**config.mk**
```make
export PLATFORM = sky130hd
export DESIGN_NAME = exclusive_key_combo_detector
export DESIGN_NICKNAME = d
export VERILOG_FILES = /design/src/rtl/core/ekcd_pkg.sv /design/src/rtl/core/exclusive_key_combo_detector.sv /design/src/rtl/core/ekcd_eval.sv
export SDC_FILE = /design/constraint.sdc
export NUM_CORES = 1
export LEC_CHECK = 0
export ABC_AREA = 1
export ABC_CLOCK_PERIOD_IN_PS = 23300
export BUFFER_PORTS_ARGS = -buffer_cell sky130_fd_sc_hd__buf_2
export CAP_MARGIN = 20
export CORE_MARGIN = 2
export CORE_UTILIZATION = 45
export CTS_CLUSTER_SIZE = 10
export DETAILED_ROUTE_END_ITERATION = 8
export PLACE_DENSITY = 0.64
export SYNTH_ARGS = -nofsm -noshare
export SYNTH_HDL_FRONTEND = slang
export SYNTH_SLANG_ARGS = --single-unit
```
**constraint.sdc**
```tcl
create_clock -name clock -period 23.3 [get_ports clock]
set_input_delay 3.495 -clock clock [delete_from_list [all_inputs] [get_ports clock]]
set_output_delay 3.495 -clock clock [all_outputs]
set_load 0.005 [all_outputs]
```
**src/rtl/core/ekcd_pkg.sv**
```systemverilog
package ekcd_pkg;

   // Number of combination slots that are looked at. Slots beyond the four
   // code registers count as unused.
   localparam int COMBO_SLOTS = 4;
   localparam int NUM_CODE_REGS = 4;

   // Codes at or above this base are mouse buttons and never allowed extras.
   localparam int MOUSE_BASE = 256;

   typedef logic signed [9:0] code_type;
   typedef logic [19:0] delay_type;
   typedef logic [21:0] timer_type;

   localparam code_type CODE_UNUSED = 10'sh3FF;
   localparam delay_type DELAY_RESET = 20'd100000;

   // Movement keys that may be held without breaking exclusivity.
   localparam logic [8:0] KEY_W = 9'h011;
   localparam logic [8:0] KEY_A = 9'h01E;
   localparam logic [8:0] KEY_S = 9'h01F;
   localparam logic [8:0] KEY_D = 9'h020;

   // Configuration register indexes.
   localparam logic [2:0] REG_CODE_A = 3'd0;
   localparam logic [2:0] REG_CODE_B = 3'd1;
   localparam logic [2:0] REG_CODE_C = 3'd2;
   localparam logic [2:0] REG_CODE_D = 3'd3;
   localparam logic [2:0] REG_DELAY  = 3'd4;

   // Request kinds carried in tuser.
   localparam logic REQ_KEY  = 1'b0;
   localparam logic REQ_TICK = 1'b1;

   // Everything the tick decision needs.
   typedef struct packed {
      logic      combo_now;
      logic      no_foreign;
      logic      need_excl;
      logic [19:0] dt;
      logic      suppress;
      logic      set_suppress;
      logic      accepted;
      logic      prev_raw;
      logic      armed;
      timer_type timer;
      delay_type delay;
   } eval_in_type;

   // Next detector state plus the event pulses of the tick.
   typedef struct packed {
      logic      accepted;
      logic      prev_raw;
      logic      suppress;
      logic      armed;
      timer_type timer;
      logic      pressed;
      logic      released;
   } eval_out_type;

endpackage

```
**src/rtl/core/exclusive_key_combo_detector.sv**
```systemverilog
// Key events may be accepted back to back while the detector is idle.
// A tick scans every key code with one read of the key-down memory per
// cycle, then a drain state takes the last read and a finish state decides
// once the output register is free. The result waits in that register while
// key events keep flowing. After reset a clearing pass writes KEY_CODES zero
// entries into the key-down memory; req_tready stays low during the pass.
module exclusive_key_combo_detector #(
   parameter int KEY_CODES = 512
) (
   input  logic        clock,
   input  logic        reset,
   // Requests.
   input  logic        req_tvalid,
   output logic        req_tready,
   // key_code[8:0], key_pressed[9], tick_us[29:10], need_exclusive[30],
   // blocked_in[31], set_suppress[32], zero fill[39:33]
   input  logic [39:0] req_tdata,
   // req_type[0]
   input  logic [0:0]  req_tuser,
   // Results.
   output logic        rsp_tvalid,
   input  logic        rsp_tready,
   // hotkey_level[0], pressed_pulse[1], released_pulse[2], blocked_out[3],
   // zero fill[7:4]
   output logic [7:0]  rsp_tdata,
   // Configuration writes.
   input  logic        csr_valid,
   output logic        csr_ready,
   input  logic [2:0]  csr_index,
   input  logic [19:0] csr_data
);

   localparam int AW = $clog2(KEY_CODES);
   localparam logic [AW-1:0] LAST_ADDR = AW'(KEY_CODES - 1);

   localparam logic [2:0] ST_CLEAR  = 3'd0;
   localparam logic [2:0] ST_IDLE   = 3'd1;
   localparam logic [2:0] ST_SCAN   = 3'd2;
   localparam logic [2:0] ST_DRAIN  = 3'd3;
   localparam logic [2:0] ST_FINISH = 3'd4;

   logic [2:0] state_ff, state_in;
   logic [AW-1:0] addr_ff, addr_in;

   // Configuration registers.
   ekcd_pkg::code_type  code_ff [ekcd_pkg::NUM_CODE_REGS];
   ekcd_pkg::delay_type delay_ff;

   // Detector state.
   logic                accepted_ff, prev_raw_ff, suppress_ff, armed_ff;
   ekcd_pkg::timer_type timer_ff;

   // Latched tick fields.
   logic [19:0] dt_ff;
   logic        excl_ff, blocked_ff, set_sup_ff;

   // Scan accumulators.
   logic                                foreign_ff, foreign_in;
   logic [ekcd_pkg::NUM_CODE_REGS-1:0] found_ff, found_in;
   logic                                rd_pend_ff;
   logic [AW-1:0]                       rd_tag_ff;

   // Key-down memory.
   logic mem [KEY_CODES];
   logic          mem_we, mem_wd, rd_data_ff;
   logic [AW-1:0] mem_wa;

   logic       rsp_valid_ff;
   logic [3:0] rsp_data_ff;

   logic req_fire, key_fire, tick_fire, finish_go;
   logic [8:0] key_code;
   logic       key_ok;
   logic       combo_now;
   logic [ekcd_pkg::NUM_CODE_REGS-1:0] slot_used, slot_valid, slot_hit;
   logic       in_combo, allowed_extra;

   ekcd_pkg::eval_in_type  ev_in;
   ekcd_pkg::eval_out_type ev_out;

   assign req_tready = (state_ff == ST_IDLE);
   assign req_fire   = req_tvalid && req_tready;
   assign key_fire   = req_fire && (req_tuser[0] == ekcd_pkg::REQ_KEY);
   assign tick_fire  = req_fire && (req_tuser[0] == ekcd_pkg::REQ_TICK);
   assign finish_go  = (state_ff == ST_FINISH) && (!rsp_valid_ff || rsp_tready);
   assign csr_ready  = 1'b1;

   assign key_code = req_tdata[8:0];
   assign key_ok   = (32'(key_code) < KEY_CODES);

   // Sequencer: clearing pass, idle, scan of all key codes, drain, decision.
   always_comb begin
      state_in = state_ff;
      addr_in  = addr_ff;
      unique case (state_ff)
         ST_CLEAR: begin
            addr_in = addr_ff + 1'b1;
            if (addr_ff == LAST_ADDR) state_in = ST_IDLE;
         end
         ST_IDLE: begin
            addr_in = '0;
            if (tick_fire) state_in = ST_SCAN;
         end
         ST_SCAN: begin
            addr_in = addr_ff + 1'b1;
            if (addr_ff == LAST_ADDR) state_in = ST_DRAIN;
         end
         ST_DRAIN:  state_in = ST_FINISH;
         ST_FINISH: if (finish_go) state_in = ST_IDLE;
         default:   state_in = ST_CLEAR;
      endcase
   end

   always_ff @(posedge clock) begin
      if (reset) begin
         state_ff <= ST_CLEAR;
         addr_ff  <= '0;
      end else begin
         state_ff <= state_in;
         addr_ff  <= addr_in;
      end
   end

   // Memory write port: zero fill during the clearing pass, key events later.
   always_comb begin
      mem_we = 1'b0;
      mem_wa = addr_ff;
      mem_wd = 1'b0;
      if (state_ff == ST_CLEAR) begin
         mem_we = 1'b1;
      end else if (key_fire && key_ok) begin
         mem_we = 1'b1;
         mem_wa = AW'(key_code);
         mem_wd = req_tdata[9];
      end
   end

   always_ff @(posedge clock) begin
      if (mem_we) mem[mem_wa] <= mem_wd;
      rd_data_ff <= mem[addr_ff];
      rd_tag_ff  <= addr_ff;
   end

   always_ff @(posedge clock) begin
      if (reset) rd_pend_ff <= 1'b0;
      else       rd_pend_ff <= (state_ff == ST_SCAN);
   end

   // Slot decode: used, legal and matching the key code of the read word.
   always_comb begin
      for (int i = 0; i < ekcd_pkg::NUM_CODE_REGS; i++) begin
         slot_used[i]  = (i < ekcd_pkg::COMBO_SLOTS) &&
                         (code_ff[i] != ekcd_pkg::CODE_UNUSED);
         slot_valid[i] = !code_ff[i][9] && (32'(code_ff[i][8:0]) < KEY_CODES);
         slot_hit[i]   = (i < ekcd_pkg::COMBO_SLOTS) && !code_ff[i][9] &&
                         (32'(code_ff[i][8:0]) == 32'(rd_tag_ff));
      end
   end

   assign in_combo      = |slot_hit;
   assign allowed_extra = (32'(rd_tag_ff) < ekcd_pkg::MOUSE_BASE) &&
                          ((32'(rd_tag_ff) == 32'(ekcd_pkg::KEY_W)) ||
                           (32'(rd_tag_ff) == 32'(ekcd_pkg::KEY_A)) ||
                           (32'(rd_tag_ff) == 32'(ekcd_pkg::KEY_S)) ||
                           (32'(rd_tag_ff) == 32'(ekcd_pkg::KEY_D)));

   // Accumulate foreign keys and combination hits over the scan.
   always_comb begin
      foreign_in = foreign_ff;
      found_in   = found_ff;
      if (tick_fire) begin
         foreign_in = 1'b0;
         found_in   = '0;
      end else if (rd_pend_ff && rd_data_ff) begin
         found_in = found_ff | slot_hit;
         if (!in_combo && !allowed_extra) foreign_in = 1'b1;
      end
   end

   always_ff @(posedge clock) begin
      foreign_ff <= foreign_in;
      found_ff   <= found_in;
   end

   // The combination is down when at least one slot is used and every used
   // slot holds a legal code whose key is down.
   always_comb begin
      logic any_used;
      logic all_ok;
      any_used = 1'b0;
      all_ok   = 1'b1;
      for (int i = 0; i < ekcd_pkg::NUM_CODE_REGS; i++) begin
         if (slot_used[i]) begin
            any_used = 1'b1;
            if (!(slot_valid[i] && found_ff[i])) all_ok = 1'b0;
         end
      end
      combo_now = any_used && all_ok;
   end

   // Latch the tick fields.
   always_ff @(posedge clock) begin
      if (tick_fire) begin
         dt_ff      <= req_tdata[29:10];
         excl_ff    <= req_tdata[30];
         blocked_ff <= req_tdata[31];
         set_sup_ff <= req_tdata[32];
      end
   end

   assign ev_in.combo_now    = combo_now;
   assign ev_in.no_foreign   = !foreign_ff;
   assign ev_in.need_excl    = excl_ff;
   assign ev_in.dt           = dt_ff;
   assign ev_in.suppress     = suppress_ff;
   assign ev_in.set_suppress = set_sup_ff;
   assign ev_in.accepted     = accepted_ff;
   assign ev_in.prev_raw     = prev_raw_ff;
   assign ev_in.armed        = armed_ff;
   assign ev_in.timer        = timer_ff;
   assign ev_in.delay        = delay_ff;

   ekcd_eval u_eval (
      .eval_i (ev_in),
      .eval_o (ev_out)
   );

   // Detector state update at the end of a tick.
   always_ff @(posedge clock) begin
      if (reset) begin
         accepted_ff <= 1'b0;
         prev_raw_ff <= 1'b0;
         suppress_ff <= 1'b0;
         armed_ff    <= 1'b0;
         timer_ff    <= '0;
      end else if (finish_go) begin
         accepted_ff <= ev_out.accepted;
         prev_raw_ff <= ev_out.prev_raw;
         suppress_ff <= ev_out.suppress;
         armed_ff    <= ev_out.armed;
         timer_ff    <= ev_out.timer;
      end
   end

   // Output register.
   always_ff @(posedge clock) begin
      if (reset) begin
         rsp_valid_ff <= 1'b0;
      end else if (finish_go) begin
         rsp_valid_ff <= 1'b1;
      end else if (rsp_tready) begin
         rsp_valid_ff <= 1'b0;
      end
   end

   always_ff @(posedge clock) begin
      if (finish_go) begin
         rsp_data_ff <= {blocked_ff, ev_out.released, ev_out.pressed, ev_out.accepted};
      end
   end

   assign rsp_tvalid = rsp_valid_ff;
   assign rsp_tdata  = {4'b0000, rsp_data_ff};

   // Configuration registers.
   always_ff @(posedge clock) begin
      if (reset) begin
         for (int i = 0; i < ekcd_pkg::NUM_CODE_REGS; i++) begin
            code_ff[i] <= ekcd_pkg::CODE_UNUSED;
         end
         delay_ff <= ekcd_pkg::DELAY_RESET;
      end else if (csr_valid && csr_ready) begin
         unique case (csr_index)
            ekcd_pkg::REG_CODE_A: code_ff[0] <= csr_data[9:0];
            ekcd_pkg::REG_CODE_B: code_ff[1] <= csr_data[9:0];
            ekcd_pkg::REG_CODE_C: code_ff[2] <= csr_data[9:0];
            ekcd_pkg::REG_CODE_D: code_ff[3] <= csr_data[9:0];
            ekcd_pkg::REG_DELAY:  delay_ff   <= csr_data;
            default: ;
         endcase
      end
   end

endmodule

```
**src/rtl/core/ekcd_eval.sv**
```systemverilog
module ekcd_eval (
   input  ekcd_pkg::eval_in_type  eval_i,
   output ekcd_pkg::eval_out_type eval_o
);

   logic              edge_rise;
   logic              sup;
   logic              acc;
   logic signed [22:0] t_left;

   // Remaining confirm time after this tick, as a signed value.
   assign t_left = $signed({1'b0, eval_i.timer}) - $signed({3'b000, eval_i.dt});

   assign edge_rise = eval_i.combo_now && !eval_i.prev_raw;
   assign sup       = eval_i.suppress || eval_i.set_suppress;

   // Tick decision: suppression first, then the non-exclusive path, then the exclusive confirm logic.
   always_comb begin
      acc             = 1'b0;
      eval_o.armed    = eval_i.armed;
      eval_o.timer    = eval_i.timer;
      eval_o.suppress = sup;
      if (sup) begin
         eval_o.armed    = 1'b0;
         eval_o.timer    = '0;
         eval_o.suppress = eval_i.combo_now;
      end else if (!eval_i.need_excl) begin
         eval_o.armed = 1'b0;
         eval_o.timer = '0;
         acc          = eval_i.combo_now;
      end else if (eval_i.accepted) begin
         acc = eval_i.combo_now;
      end else if (!eval_i.armed) begin
         if (edge_rise && eval_i.no_foreign) begin
            eval_o.armed = 1'b1;
            eval_o.timer = 22'(eval_i.delay);
         end
      end else if (!eval_i.no_foreign) begin
         eval_o.armed = 1'b0;
         eval_o.timer = '0;
      end else if (!eval_i.combo_now) begin
         eval_o.armed = 1'b0;
         eval_o.timer = '0;
         acc          = 1'b1;
      end else if (t_left[22] || (t_left == '0)) begin
         eval_o.armed = 1'b0;
         eval_o.timer = '0;
         acc          = 1'b1;
      end else begin
         eval_o.timer = t_left[21:0];
      end

      // Level, raw combination history and the event pulses of the tick.
      eval_o.accepted = acc;
      eval_o.prev_raw = eval_i.combo_now;
      eval_o.pressed  = !sup && acc && !eval_i.accepted;
      eval_o.released = !sup && !acc && eval_i.accepted;
   end

endmodule

```
==> impl_metrics.ini <==
[sta]
max_clock_freq_mhz = 165
finalCritPeriodShare_pct = 26.0
slew_headroom_pct = 22.0
timing.final.hold_violations = 0
tightest_slew_ns = 1.17
timing.final.crit_period_ns = 6.06
report.final.setup_viol = 0
final.setup_skew_ns = 0.0371
tns_ns = 0
rsz0062_at_grt = false
max_transition_viols_final = 0

[grt]
vias_in_the_first_global_route = 22443
global_route_wire_length_before_repair_mm = 129
global_route.usage.total_pct = 24.0
grt_max_degree = 254
grt_antenna_before_repair = 0
globalRoute.totalOverflow = 0

[detailed_routing]
detail-route-antenna-nets = 0
drt-wirelength-per-cell_um = 21.1
drt-initial-drc-count = 2726
wirelength_mm = 85.4
drcViolationCount = 0
via_per_inst = 5.78
first_pass_iters = 5
route.vias.total = 23362

[synth]
dominant_synthesized_flop_cell = sky130_fd_sc_hd__edfxtp_1
synthDominantCellAreaShare_pct = 56.6
ys_top_cells_by_area = sky130_fd_sc_hd__edfxtp_1 57%, sky130_fd_sc_hd__nor2_1 11%, sky130_fd_sc_hd__o21ai_0 5.2%, sky130_fd_sc_hd__dfxtp_1 4.9%, sky130_fd_sc_hd__nand2_1 4.8%
synth_edf_count = 579
synth.distinct_cells = 54
yosys_warnings = 0
synth_seq_cells = 654
post-synth-top-count-cell = sky130_fd_sc_hd__nor2_1
postSynthCellCount = 3168
syn_area_per_cell_um2 = 9.69
ys_top_cells_by_count = 875 x sky130_fd_sc_hd__nor2_1, 579 x sky130_fd_sc_hd__edfxtp_1, 392 x sky130_fd_sc_hd__nand2_1
synth_top_area_cell = sky130_fd_sc_hd__edfxtp_1
asyncSetResetFlopFracSynth_pct = 0
synthesized_cell_area_um2 = 30700
sequential_area_share_after_synthesis_pct = 61.5

[worst_setup_path]
worst_ep_required_time_ns = 23.71
endpoint_kind = register
path_class = primary input to register
timing.critical_path.arrival_ns = 6.47
timing.critical_path.from_type = primary input
worst-path-max-fanout = 253

[clock_tree]
cts_resized = 0
hold_buffers = 0
clock_sinks = 654
clock_tree.buffer_depth = 3
clock_latency_ns = 0.64
clockRootBuffer = sky130_fd_sc_hd__clkbuf_16
htree_num_levels = 3
post_cts.repair.setup_buffers = 0
cts_tree = built
cts.reportedPaths.clkPinSlew_ns = 0.05
cts-buffers-inserted = 77

[final_layout]
nNetsFinal = 3223
layout.cell_area.non_filler_um2 = 33800
num-fill-cells = 6203
synthToLayoutAreaGrowth_pct = 10.0
n_antenna_cell = 0
drive_above_1_share_pct = 9.28
layoutNonFillerInstCount = 4040

[power]
design_power_total_mw = 2.53
worst_ir_drop_vdd_v = 0.0000577
p_leak_nw = 11.0
power_density_nw_per_um2 = 75.0

[placed_design]
dpl.hpwl_mm = 45.5
detailed_place.area_um2 = 31500
portBuffers = 67
post_place_cells = 3920
globalplace.congestion = 0.925

[floorplan]
boundaryPins = 80
floorplan.rows = 95
design.core.area_um2 = 67400
die_area_um2 = 70300
initial_core_util_pct = 45.6
dieHeight_um = 265
floorplan.die.width_um = 265

[min_path]
worstHoldPathType = register to register

[run]
max_cap_viol_count = 0

[status]
status = completed
cell families (layout without fill, tap and decap cells):
kind of cell | count (synthesis) | count (layout) | synth area share, %
AOI/OAI and AO/OA | 570 | 570 | 10.7
xor gates and xnor gates | 22 | 22 | 0.627
adders and majority gates | 23 | 23 | 0.962
buffers and inverters | 378 | 374 | 5.30
DFF | 654 | 654 | 61.5
muxes | 1 | 1 | 0.0326
other | 2 | 5 | 0.0245
and+or+nand+nor | 1518 | 1518 | 20.8
routing by layer:
metal	part of all wire, %	global-route usage [%]	up-vias
li1	-	-	10746
met1	43	33.1	11492
met2	46	38.4	950
met3	9.1	4.63	174
met4	2.7	7.85	0
met5	0	0	-
cells in the final DEF, fill, tap and decap left out, drive strengths merged, types with 8 or more instances in the layout:
cell	instances
xnor2	15
ha	22
nor3	26
inv	156
nor2	889
o22ai	78
clkbuf	106
a21oi	75
o211ai	17
buf	105
edfxtp	579
o221ai	50
nand4	14
nand3	132
or2	16
dfxtp	75
o21ai	327
nor4	8
nand2	424
stage by stage:
step           hold slack (ns)  utilization (%)  setup slack [ns]
2_1_floorplan            0.326                -              5.10
3_3_place_gp             0.382             46.6             15.76
3_5_place_dp             0.377             46.7             15.50
4_1_cts                  0.390             50.0             16.13
5_1_grt                  0.407             50.1             16.97
6_report                 0.388             50.1             17.24
worst paths after layout:
kind	start	endpoint	slack (ns)	depth (start not counted)
worst min register to register	addr_ff[7]$_SDFFE_PP0P_	rd_tag_ff[7]$_DFF_P_	0.39	0
worst max register to register	addr_ff[1]$_SDFFE_PP0P_	rd_data_ff$_DFF_P_	19.17	14
worst min-delay path	addr_ff[7]$_SDFFE_PP0P_	rd_tag_ff[7]$_DFF_P_	0.39	0
worst max-delay path	req_tuser	mem[43]$_DFFE_PP_	17.24	8
state kept, by name, summed over array words and instances, names as in the netlist, 3 cells and up:
register     cells
code_ff         40
addr_ff          9
found_ff         4
mem            512
timer_ff        22
rsp_data_ff      4
rd_tag_ff        9
delay_ff        20
state_ff         3
dt_ff           20
worst max-delay path: stages:
cell and delay, ns:
sky130_fd_sc_hd__buf_2 0.10, sky130_fd_sc_hd__nand3b_1 0.38, sky130_fd_sc_hd__nor2_4 0.16, sky130_fd_sc_hd__buf_4 0.23, sky130_fd_sc_hd__buf_16 0.33, sky130_fd_sc_hd__buf_12 0.69, sky130_fd_sc_hd__buf_4 0.55, sky130_fd_sc_hd__buf_12 0.33
cell type report:
cell class	count	area [um2]	share of cell area (%)
inverter	154	592	1.75
multi-input combinational	2139	10300	30.3
timing repair buffer	105	714	2.11
tap	873	1090	3.23
clock inverter	9	150	0.444
sequential	654	18900	55.9
clock buffer	106	2090	6.18
report_power, final:
group | switching [mW] | internal, mW | leakage, nW | total (mW)
Sequential | 0.0138 | 1.27 | 5.17 | 1.28
Combinational | 0.110 | 0.0422 | 4.75 | 0.152
Clock | 0.473 | 0.626 | 1.08 | 1.10
Power figures use the tool's default switching activity.
